===== config.mk =====
export PLATFORM = sky130hd
export DESIGN_NAME = ir_pulse_frame_decoder
export DESIGN_NICKNAME = d
export VERILOG_FILES = /design/src/design/irpfd_pkg.sv /design/src/design/irpfd_classify.sv /design/src/design/ir_pulse_frame_decoder.sv
export VERILOG_INCLUDE_DIRS = /design/src /design/src/design
export SDC_FILE = /design/constraint.sdc
export NUM_CORES = 1
export LEC_CHECK = 0
export ABC_CLOCK_PERIOD_IN_PS = 6300
export BUFFER_PORTS_ARGS = -buffer_cell sky130_fd_sc_hd__buf_2
export CAP_MARGIN = 20
export CORE_UTILIZATION = 59
export DETAILED_ROUTE_END_ITERATION = 12
export PLACE_DENSITY = 0.8
export RECOVER_POWER = 50
export SLEW_MARGIN = 5
export SYNTH_ARGS = -nofsm -noshare
export SYNTH_HDL_FRONTEND = slang
export SYNTH_HIERARCHICAL = 1
export SYNTH_SLANG_ARGS = --single-unit

===== constraint.sdc =====
create_clock -name clk -period 6.3 [get_ports clk]
set_input_delay 0.63 -clock clk [delete_from_list [all_inputs] [get_ports clk]]
set_output_delay 0.63 -clock clk [all_outputs]
set_load 0.05 [all_outputs]

===== src/design/ir_pulse_frame_decoder_defines.svh =====
// ----------------------------------------------------------------------------
// IR pulse frame decoder assertion macros
// Concurrent assertion helpers. They compile to nothing when SYNTHESIS is set.
// ----------------------------------------------------------------------------
`ifndef IR_PULSE_FRAME_DECODER_DEFINES_SVH
`define IR_PULSE_FRAME_DECODER_DEFINES_SVH

`ifndef SYNTHESIS
// Same-cycle implication, disabled while reset is asserted.
`define IRPFD_ASSERT_IMP(lbl, clk, rst_n, ante, cons) \
	lbl: assert property (@(posedge clk) disable iff (!rst_n) (ante) |-> (cons)) \
		else $error("implication check failed");
// Next-cycle implication, disabled while reset is asserted.
`define IRPFD_ASSERT_NXT(lbl, clk, rst_n, ante, cons) \
	lbl: assert property (@(posedge clk) disable iff (!rst_n) (ante) |=> (cons)) \
		else $error("next-cycle check failed");
`else
`define IRPFD_ASSERT_IMP(lbl, clk, rst_n, ante, cons)
`define IRPFD_ASSERT_NXT(lbl, clk, rst_n, ante, cons)
`endif

`endif


===== src/design/irpfd_pkg.sv =====
// ----------------------------------------------------------------------------
// IR pulse frame decoder package
// Shared widths, register indexes, reset values and types.
// ----------------------------------------------------------------------------
`timescale 1ns / 1ps
`default_nettype none

package irpfd_pkg;

	localparam int TICK_W    = 8;
	localparam int FRAME_W   = 32;
	localparam int CNT_W     = $clog2(FRAME_W);
	localparam int REG_IDX_W = 3;

	localparam logic [TICK_W-1:0] BYTE_ALL_ONES = 8'hff;

	// Configuration register indexes.
	localparam logic [REG_IDX_W-1:0] REG_START_MIN = 3'd0;
	localparam logic [REG_IDX_W-1:0] REG_START_MAX = 3'd1;
	localparam logic [REG_IDX_W-1:0] REG_ZERO_MIN  = 3'd2;
	localparam logic [REG_IDX_W-1:0] REG_ZERO_MAX  = 3'd3;
	localparam logic [REG_IDX_W-1:0] REG_ONE_MIN   = 3'd4;
	localparam logic [REG_IDX_W-1:0] REG_ONE_MAX   = 3'd5;

	// Reset values of the window bounds.
	localparam logic [TICK_W-1:0] RST_START_MIN = 8'd90;
	localparam logic [TICK_W-1:0] RST_START_MAX = 8'd105;
	localparam logic [TICK_W-1:0] RST_ZERO_MIN  = 8'd5;
	localparam logic [TICK_W-1:0] RST_ZERO_MAX  = 8'd11;
	localparam logic [TICK_W-1:0] RST_ONE_MIN   = 8'd13;
	localparam logic [TICK_W-1:0] RST_ONE_MAX   = 8'd19;

	// Exclusive window bounds for all three interval classes.
	typedef struct packed {
		logic [TICK_W-1:0] start_min;
		logic [TICK_W-1:0] start_max;
		logic [TICK_W-1:0] zero_min;
		logic [TICK_W-1:0] zero_max;
		logic [TICK_W-1:0] one_min;
		logic [TICK_W-1:0] one_max;
	} windows_t;

	// Classification of one interval.
	typedef struct packed {
		logic is_start;
		logic bit_val;
		logic is_bad;
	} interval_class_t;

endpackage

`default_nettype wire


===== src/design/irpfd_classify.sv =====
// ----------------------------------------------------------------------------
// IR pulse frame decoder interval classifier
// Sorts one interval into start, zero bit, one bit or bad bit.
// ----------------------------------------------------------------------------
`timescale 1ns / 1ps
`default_nettype none

module irpfd_classify
	import irpfd_pkg::*;
(
	input  wire logic [TICK_W-1:0] ticks,
	input  wire windows_t          windows,
	output interval_class_t        cls
);

	logic in_start;
	logic in_zero;
	logic in_one;

	// Every window is open at both ends.
	assign in_start = (ticks > windows.start_min) && (ticks < windows.start_max);
	assign in_zero  = (ticks > windows.zero_min)  && (ticks < windows.zero_max);
	assign in_one   = (ticks > windows.one_min)   && (ticks < windows.one_max);

	// The zero window wins over the one window; the decoder gives a start priority.
	always_comb begin
		cls.is_start = in_start;
		cls.bit_val  = !in_zero && in_one;
		cls.is_bad   = !in_zero && !in_one;
	end

endmodule

`default_nettype wire


===== src/design/ir_pulse_frame_decoder.sv =====
// ----------------------------------------------------------------------------
// IR pulse frame decoder
// Decodes 32-bit remote-control frames from falling-edge intervals.
// ----------------------------------------------------------------------------
// Each input beat carries one falling-edge interval, measured in ticks. Beats
// pass through an input register and are decoded from it into a result
// register, so the block takes one beat per clock cycle when the output side
// keeps up; the input register is held only while a finished result waits
// to be taken. A result beat (device high, device low, key code) appears at
// the edge at which the thirty-second bit of a frame leaves the input
// register, provided no bit fell outside its windows and the command byte ORed
// with its inverse byte gives all ones. Window bounds are exclusive and should
// be written only while the block is idle.
`timescale 1ns / 1ps
`default_nettype none

`include "ir_pulse_frame_decoder_defines.svh"

module ir_pulse_frame_decoder
	import irpfd_pkg::*;
(
	input  wire logic                 clk,
	input  wire logic                 arst_n,
	// Interval input channel.
	input  wire logic                 in_valid,
	output logic                      in_ready,
	input  wire logic [TICK_W-1:0]    interval_ticks,
	// Result channel.
	output logic                      out_valid,
	input  wire logic                 out_ready,
	output logic [TICK_W-1:0]         device_high,
	output logic [TICK_W-1:0]         device_low,
	output logic [TICK_W-1:0]         key_code,
	// Configuration write port.
	input  wire logic                 cfg_we,
	input  wire logic [REG_IDX_W-1:0] cfg_index,
	input  wire logic [TICK_W-1:0]    cfg_data
);

	windows_t            windows_q;
	logic                valid_s1;
	logic [TICK_W-1:0]   ticks_s1;
	logic [CNT_W-1:0]    bits_q;
	logic [FRAME_W-1:0]  shift_q;
	logic                bad_q;
	logic                out_valid_q;
	logic [TICK_W-1:0]   dev_high_q;
	logic [TICK_W-1:0]   dev_low_q;
	logic [TICK_W-1:0]   key_q;

	interval_class_t     cls;
	logic                advance;
	logic [FRAME_W-1:0]  shift_next;
	logic                bad_next;
	logic                frame_end;
	logic                cmd_ok;
	logic                emit;

	// Configuration registers.
	always_ff @(posedge clk or negedge arst_n) begin
		if (!arst_n) begin
			windows_q.start_min <= RST_START_MIN;
			windows_q.start_max <= RST_START_MAX;
			windows_q.zero_min  <= RST_ZERO_MIN;
			windows_q.zero_max  <= RST_ZERO_MAX;
			windows_q.one_min   <= RST_ONE_MIN;
			windows_q.one_max   <= RST_ONE_MAX;
		end else if (cfg_we) begin
			case (cfg_index)
				REG_START_MIN: windows_q.start_min <= cfg_data;
				REG_START_MAX: windows_q.start_max <= cfg_data;
				REG_ZERO_MIN:  windows_q.zero_min  <= cfg_data;
				REG_ZERO_MAX:  windows_q.zero_max  <= cfg_data;
				REG_ONE_MIN:   windows_q.one_min   <= cfg_data;
				REG_ONE_MAX:   windows_q.one_max   <= cfg_data;
				default: ;
			endcase
		end
	end

	// The held beat moves on whenever the result register is free or drains.
	assign advance  = valid_s1 && (!out_valid_q || out_ready);
	assign in_ready = !valid_s1 || advance;

	// Input register.
	always_ff @(posedge clk or negedge arst_n) begin
		if (!arst_n) begin
			valid_s1 <= 1'b0;
		end else if (in_ready) begin
			valid_s1 <= in_valid;
		end
	end

	always_ff @(posedge clk) begin
		if (in_valid && in_ready) begin
			ticks_s1 <= interval_ticks;
		end
	end

	irpfd_classify u_classify (
		.ticks   (ticks_s1),
		.windows (windows_q),
		.cls     (cls)
	);

	// Next frame contents and the end-of-frame checks.
	assign shift_next = {cls.bit_val, shift_q[FRAME_W-1:1]};
	assign bad_next   = bad_q || cls.is_bad;
	assign frame_end  = (bits_q == {CNT_W{1'b1}});
	assign cmd_ok     = ((shift_next[23:16] | shift_next[31:24]) == BYTE_ALL_ONES);
	assign emit       = advance && !cls.is_start && frame_end && !bad_next && cmd_ok;

	// Frame state.
	always_ff @(posedge clk or negedge arst_n) begin
		if (!arst_n) begin
			bits_q  <= '0;
			shift_q <= '0;
			bad_q   <= 1'b0;
		end else if (advance) begin
			if (cls.is_start) begin
				bits_q <= '0;
				bad_q  <= 1'b0;
			end else begin
				shift_q <= shift_next;
				bits_q  <= bits_q + 1'b1;
				bad_q   <= bad_next && !frame_end;
			end
		end
	end

	// Result register.
	always_ff @(posedge clk or negedge arst_n) begin
		if (!arst_n) begin
			out_valid_q <= 1'b0;
		end else if (emit) begin
			out_valid_q <= 1'b1;
		end else if (out_ready) begin
			out_valid_q <= 1'b0;
		end
	end

	always_ff @(posedge clk) begin
		if (emit) begin
			dev_high_q <= shift_next[7:0];
			dev_low_q  <= shift_next[15:8];
			key_q      <= shift_next[23:16];
		end
	end

	assign out_valid   = out_valid_q;
	assign device_high = dev_high_q;
	assign device_low  = dev_low_q;
	assign key_code    = key_q;

	// A fresh result always closes a frame cleanly.
	`IRPFD_ASSERT_IMP(a_result_closes_frame, clk, arst_n, $rose(out_valid_q), (bits_q == '0) && !bad_q)
	// The error mark lives only inside a partly received frame.
	`IRPFD_ASSERT_IMP(a_bad_mid_frame, clk, arst_n, bad_q, bits_q != '0)
	// Input stalls only behind a held beat and a blocked result.
	`IRPFD_ASSERT_IMP(a_stall_cause, clk, arst_n, !in_ready, valid_s1 && out_valid_q && !out_ready)

endmodule

`default_nettype wire


==> results_dict.tcl, run 1 <==
set metrics [dict create \
    gr-usage-all-layers_pct 22.9 \
    post_cts_buffers 0 \
    report.final.slew_viol_count 0 \
    p_clk_share_pct 36.8 \
    p_sw_w 0.000722 \
    synth_xor_area_share_pct 0 \
    worst_pin_slew_ns 1.40 \
    syn_area_per_cell_um2 13.9 \
    period_minus_slack_ns 3.62 \
    p_per_area_nw_per_um2 373 \
    endpoint_kind "flop" \
    cts_buffer_depth 2 \
    dieWidth_um 99.5 \
    p_leak_nw 3.07 \
    skew_ns 0.0135 \
    synth-main-ff-cell "dfrtp_1" \
    relSlewSlack_pct 6.10 \
    synthArstFlopShare_pct 73.1 \
    cts_resized 0 \
    synthMuxAreaShare_pct 16.1 \
    synth-edff-count 32 \
    hold_ws_ns 0.298 \
    drt_wl_total_um 10300 \
    synth-simple-area-share_pct 6.45 \
    die_h_um 99.5 \
    critPathMaxFanout 24 \
    syn_inst 404 \
    synth_compound_area_share_pct 6.43 \
    antenna_found_initial 0 \
    numCtsBuffers 17 \
    port_buffers 49 \
    drt_iter0_markers 130 \
    crit_arrival_ns 3.80 \
    syn_nets 475 \
    setup_viol 0 \
    max_freq_mhz 276 \
    cpLargestDelayFamily "simple AND/OR/NAND/NOR gates" \
    grt_max_degree 88 \
    drive_above_1_share_pct 39.0 \
    comb_power_share_pct 19.1 \
    dieArea_um2 9890 \
    fin_area_um2 6550 \
    cp.required_ns 6.48 \
    antenna_cells 0 \
    tns_ns 0 \
    crit_chain "ha_1, nor2b_1, o211ai_1, a21oi_1, a211oi_1, nor2_1, nand3b_1, nor4_2, buf_4" \
    placed_cell_area_um2 5970 \
    final_common_cell "mux2_2" \
    area_delta_synth_final_pct 16.8 \
    dp_slack_ns 2.81 \
    seq_power_share_pct 44.1 \
    fp.coreArea_um2 9240 \
    worstSkewPairLatency_ns 0.51 \
    period_share_pct 57.4 \
    crit_path_max_incr_delay_ns 0.80 \
    crit_type "reg2reg" \
    wl_per_cell_um 16.9 \
    grt_setup_unrepaired "false" \
    yosys_warnings 6 \
    vias_per_cell 5.41 \
    post-dp-hpwl_um 6990 \
    postLayoutCoreUtil_pct 70.9 \
    grt.overflow.total 0 \
    syn-cell-area_um2 5600 \
    cts_root_buffer "clkbuf_8" \
    start_util_pct 60.6 \
    grt_pass1_vias 3325 \
    ys_ff_latch 119 \
    path_clk_slew_ns 0.06 \
    status "finished clean" \
    setup_ws_ns 2.68 \
    path_buf_inv 1 \
    p_sw_share_pct 29.6 \
    fp-row-count 35 \
    layout.nets 538 \
    mostFrequentLayoutCells "mux2_2 (79), dfrtp_1 (68), ha_1 (47), inv_1 (44), buf_2 (44)" \
    drt_first_pass_iters 5 \
    seq_area_frac_synth_pct 56.4 \
    clock-sinks 119 \
    grt_pass1_wl_um 16900 \
    vdd_drop_max_mv 0.186 \
    drv_cap 0 \
    start_kind "flop" \
    p_int_w 0.00172 \
    htreeDepth 4 \
    gp_congestion 0.842 \
    synth_top_family_by_area "multiplexers" \
    synth_cell_type_count 48 \
    ant_nets 0 \
    num_vias 3295 \
    pin_count 50 \
    hold_viol_final 0 \
    cts_tree "yes" \
    synthAdderAreaFrac_pct 10.5 \
    route.detailed.drc 0 \
    slowest_stage "nand3b_1" \
    min_path_type "in2reg" \
]
==> metal layers <==
layer	wire (um)	global-route usage, %	vias up	share of wire, %
met2	4940	35.1	75	48
met3	371	5.55	13	3.6
met4	134	8.82	0	1.3
li1	-	-	1598	-
met5	0	0	-	0
met1	4850	31.9	1609	47
==> metrics by stage <==
step	cells	total power, W
CTS	607	0.00246
detailed placement	575	0.00154
global placement	575	0.00152
global route	609	0.00257
finish	609	0.00244
floorplan	404	0.00141
==> worst paths after layout <==
check | start | end | slack [ns] | depth (start not counted)
setup / recovery | ticks_s1[1]$_DFFE_PP_ | device_low[4]$_DFFE_PP_ | 2.68 | 9
hold / removal | interval_ticks[7] | ticks_s1[7]$_DFFE_PP_ | 0.30 | 1
setup reg to reg | ticks_s1[1]$_DFFE_PP_ | device_low[4]$_DFFE_PP_ | 2.68 | 9
hold reg to reg | shift_q[1]$_DFFE_PN0P_ | device_high[0]$_DFFE_PP_ | 0.46 | 0
max in group asynchronous | arst_n | windows_q[32]$_DFFE_PN1P_ | 4.57 | 3
min in group asynchronous | arst_n | windows_q[12]$_DFFE_PN0P_ | 0.82 | 2
==> timing repair <==
item	in CTS	in global routing
endpoints found under the hold margin	0	9
endpoints found under the setup margin	0	0
hold buffers	0	1
==> state kept, by name, indices dropped and copies added, names as in the netlist <==
name and count:
windows_q 48, shift_q 31, device_high 8, device_low 8, key_code 8, ticks_s1 8, bits_q 5, bad_q 1
out_valid 1, valid_s1 1
==> power groups by stage <==
stage                     Combinational [W]  Sequential [W]  Clock, W
final                              0.000466         0.00108  0.000899
after global routing               0.000518         0.00110  0.000948
after CTS                          0.000466         0.00108  0.000914
after detailed placement           0.000455         0.00109         0
after global placement             0.000437         0.00108         0
after floorplan                    0.000368         0.00105         0
==> final cells by class <==
type	instances	area, um2
flip-flops and latches	119	3160
clock inverters	15	149
inverters	44	165
repair buffers	54	292
multi-input cells	231	2200
well taps	129	161
clock buffers	17	414
fillers	620	2690
==> cell families after synthesis <==
logic type | after synthesis
flip-flops | 119
multiplexers | 80
AND/OR/NAND/NOR | 56
buffers and inverters | 54
AO/OA/AOI/OAI | 48
adder cells (fa/ha/maj) | 47
==> cell usage after synthesis (2+ instances only) <==
master / n / share of area (%)
mux2_2: 79 / 16
dfrtp_1: 68 / 30
ha_1: 47 / 10
inv_1: 44 / 2.9
edfxtp_1: 32 / 17
dfstp_2: 19 / 8.9
a21oi_1: 14 / 1.3
nor2_1: 12 / 0.80
nand4_1: 10 / 1.1
a21o_1: 6 / 0.80
buf_2: 6 / 0.54
nand2_1: 6 / 0.40
nand2b_1: 4 / 0.45
nand3_1: 4 / 0.36
o22ai_1: 4 / 0.45
a211oi_1: 3 / 0.40
nor2b_1: 3 / 0.33
a211oi_2: 2 / 0.45
a22o_1: 2 / 0.31
and2_1: 2 / 0.22
and3_1: 2 / 0.22
buf_4: 2 / 0.27
buf_6: 2 / 0.40
nand4b_1: 2 / 0.31
nor4bb_1: 2 / 0.36
o211ai_1: 2 / 0.27
o211ai_2: 2 / 0.45
o21ai_1: 2 / 0.18
o31ai_1: 2 / 0.27
==> worst reg2reg max path: stages (launching register included) <==
cell	delay [ns]
edfxtp_1	0.50
ha_1	0.35
nor2b_1	0.13
o211ai_1	0.17
a21oi_1	0.10
a211oi_1	0.23
nor2_1	0.16
nand3b_1	0.80
nor4_2	0.49
buf_4	0.35
Power figures use the tool's default switching activity.
==> run 2, diff against run 1 <==
--- a/config.mk
+++ b/config.mk
@@ -6,12 +6,12 @@
 export SDC_FILE = /design/constraint.sdc
 export NUM_CORES = 1
 export LEC_CHECK = 0
-export ABC_CLOCK_PERIOD_IN_PS = 6300
+export ABC_CLOCK_PERIOD_IN_PS = 2900
 export BUFFER_PORTS_ARGS = -buffer_cell sky130_fd_sc_hd__buf_2
 export CAP_MARGIN = 20
-export CORE_UTILIZATION = 59
+export CORE_UTILIZATION = 54
 export DETAILED_ROUTE_END_ITERATION = 12
-export PLACE_DENSITY = 0.8
+export PLACE_DENSITY = 0.77
 export RECOVER_POWER = 50
 export SLEW_MARGIN = 5
 export SYNTH_ARGS = -nofsm -noshare
==> constraint.sdc (replaced) <==
create_clock -name clk -period 2.9 [get_ports clk]
set_input_delay 0.29 -clock clk [delete_from_list [all_inputs] [get_ports clk]]
set_output_delay 0.29 -clock clk [all_outputs]
set_load 0.05 [all_outputs]
==> run 2 against run 1 <==
Compared with the run above: the run now ends with setup timing left; setup slack got worse by 2.9 ns; count of clock-buffer cells in the layout unchanged; combinational power grew to 2.7 times the previous value.
==> results_dict.tcl, run 2 (same netlist as run 1, synthesis figures left out) <==
set metrics [dict create \
    status "finished, violations left" \
    violations "setup timing" \
    num_vias 3624 \
    hold_ws_ns 0.0887 \
    htreeDepth 4 \
    start_kind "flop" \
    post-dp-hpwl_um 7450 \
    grt_setup_unrepaired "true" \
    relSlewSlack_pct 21.8 \
    slowest_stage "edfxtp_1" \
    period_minus_slack_ns 3.09 \
    nFillCells 652 \
    p_per_area_nw_per_um2 795 \
    cts_tree "yes" \
    ant_nets 0 \
    cp.required_ns 3.14 \
    die_h_um 104 \
    numCtsBuffers 17 \
    antenna_cells 0 \
    largest_register_ffs 48 \
    layout.nets 571 \
    path_clk_slew_ns 0.06 \
    endpoint_kind "flop" \
    grt_pass1_vias 3693 \
    clock-sinks 119 \
    cts_buffer_depth 2 \
    report.final.slew_viol_count 0 \
    wl_per_cell_um 19.2 \
    drt_first_pass_iters 5 \
    cp-startpoint "ticks_s1[2]$_DFFE_PP_" \
    drv_cap 0 \
    reg2regPathDepth 11 \
    antenna_found_initial 0 \
    drive_above_1_share_pct 45.2 \
    crit_top_cell "a21oi_2" \
    p_leak_nw 3.26 \
    final_common_cell "mux2_2" \
    pin_count 50 \
    setup_ws_ns -0.191 \
    area_delta_synth_final_pct 25.4 \
    biggestRegsByFlops "windows_q x48, shift_q x31" \
    crit_path_max_incr_delay_ns 0.52 \
    port_buffers 49 \
    skew_ns 0.00979 \
    crit_type "reg2reg" \
    max_freq_mhz 324 \
    route.detailed.drc 0 \
    dieArea_um2 10800 \
    cts_root_buffer "clkbuf_8" \
    start_util_pct 56.6 \
    rrSetupSlack_ns -0.19 \
    drt_iter0_markers 157 \
    gr-usage-all-layers_pct 22.7 \
    worstSkewPairLatency_ns 0.52 \
    fp.coreArea_um2 9910 \
    min_path_type "in2reg" \
    r2r_end "key_code[0]$_DFFE_PP_" \
    period_share_pct 107 \
    grt_pass1_wl_um 18700 \
    vdd_drop_max_mv 0.514 \
    drt_wl_total_um 12400 \
    hold_viol_final 0 \
    mostFrequentLayoutCells "mux2_2 (79), dfrtp_1 (68), buf_2 (46), inv_1 (44), ha_1 (41)" \
    worst_pin_slew_ns 1.17 \
    dieWidth_um 104 \
    top_register "windows_q" \
    crit_arrival_ns 3.33 \
    cp-endpoint "key_code[0]$_DFFE_PP_" \
    postLayoutCoreUtil_pct 70.9 \
    r2r_start "ticks_s1[2]$_DFFE_PP_" \
    grt.overflow.total 0 \
    grt_max_degree 88 \
    critPathMaxFanout 6 \
    setup_viol 24 \
    crit_chain "ha_1, o21ai_2, a21oi_2, nor3_2, o31a_1, a21oi_2, o22ai_1, or4_4, nor4_4, buf_6, clkbuf_16" \
    fp-row-count 36 \
    gp_congestion 0.803 \
    vias_per_cell 5.61 \
]
==> run 2: changes by cell type in the layout (fill, tap and decap cells not counted), moves of 2 or more <==
| cell | delta |
|---|---|
| buf_4 | +17 |
| clkbuf_16 | +2 |
| ha_1 | -6 |
| a21oi_1 | -5 |
| clkbuf_1 | -2 |
| buf_12 | +2 |
| dlygate4sd3_1 | +9 |
| a21oi_2 | +4 |
| ha_4 | +6 |
| buf_2 | +2 |
| nor3_1 | -2 |
| buf_6 | +3 |
==> run 2: worst max-delay path: cells and delay by family, from the launching register on <==
kind / cells / cell delay [ns]
compound gates: 5 / 0.85
simple gates: 3 / 0.73
flops: 1 / 0.52
fa+ha+maj: 1 / 0.37
buf+inv: 2 / 0.34
==> run 2: how the worst min path moves through the flow <==
stage                                end                    from  slack [ns]  cells after the start
2_1_floorplan          bad_q$_DFFE_PN0N_                  arst_n      -0.006                      0
3_3_place_gp    device_high[0]$_DFFE_PP_  shift_q[1]$_DFFE_PN0P_        0.44                      0
3_5_place_dp    device_high[0]$_DFFE_PP_  shift_q[1]$_DFFE_PN0P_        0.44                      0
4_1_cts        windows_q[45]$_DFFE_PN0P_                  arst_n       0.004                      1
5_1_grt        windows_q[46]$_DFFE_PN1P_             cfg_data[6]        0.09                      2
6_report       windows_q[32]$_DFFE_PN1P_             cfg_data[0]        0.09                      2
==> run 2: metal layers <==
metal	vias to the layer above	wire [um]	track usage [%]
met5	-	0	0
met4	0	243	9.08
met3	21	416	6.20
met2	89	6460	37.4
met1	1846	5300	28.4
li1	1668	-	-
==> run 2: what timing repair did <==
action,in CTS,in global routing
hold endpoints to repair,9,22
pin swaps,1,4
resized for setup,4,14
endpoints found under the setup margin,24,42
hold buffers,9,1
cloned,0,3
buffers inserted,2,6
==> run 2: power breakdown <==
group	switching, W	leakage [nW]	total, W	internal (W)
sequential	0.000247	1.39	0.00235	0.00210
clock	0.000893	0.273	0.00199	0.00110
combinational	0.000595	1.59	0.00124	0.000649
total	0.00173	3.26	0.00559	0.00385
==> run 2: layout make-up <==
| type | count | area, um2 | area share, % |
|---|---|---|---|
| inverters | 44 | 165 | 2.35 |
| multi-input cells | 231 | 2350 | 33.5 |
| well taps | 133 | 166 | 2.37 |
| clock inverters | 15 | 149 | 2.12 |
| flip-flops and latches | 119 | 3160 | 45.0 |
| clock buffers | 17 | 414 | 5.89 |
| repair buffers | 87 | 616 | 8.76 |
==> run 2: through the flow <==
step / setup TNS, ns / power (W) / cells / instance area [um2] / setup WS [ns]
floorplan: -9.56 / 0.00309 / 404 / 5630 / -0.398
global placement: 0 / 0.00335 / 592 / 6120 / 0.0140
detailed placement: -1.39 / 0.00342 / 592 / 6120 / -0.0587
CTS: -1.64 / 0.00545 / 635 / 6820 / -0.0586
global route: -6.72 / 0.00584 / 646 / 7030 / -0.288
finish: -4.16 / 0.00559 / 646 / 7030 / -0.191
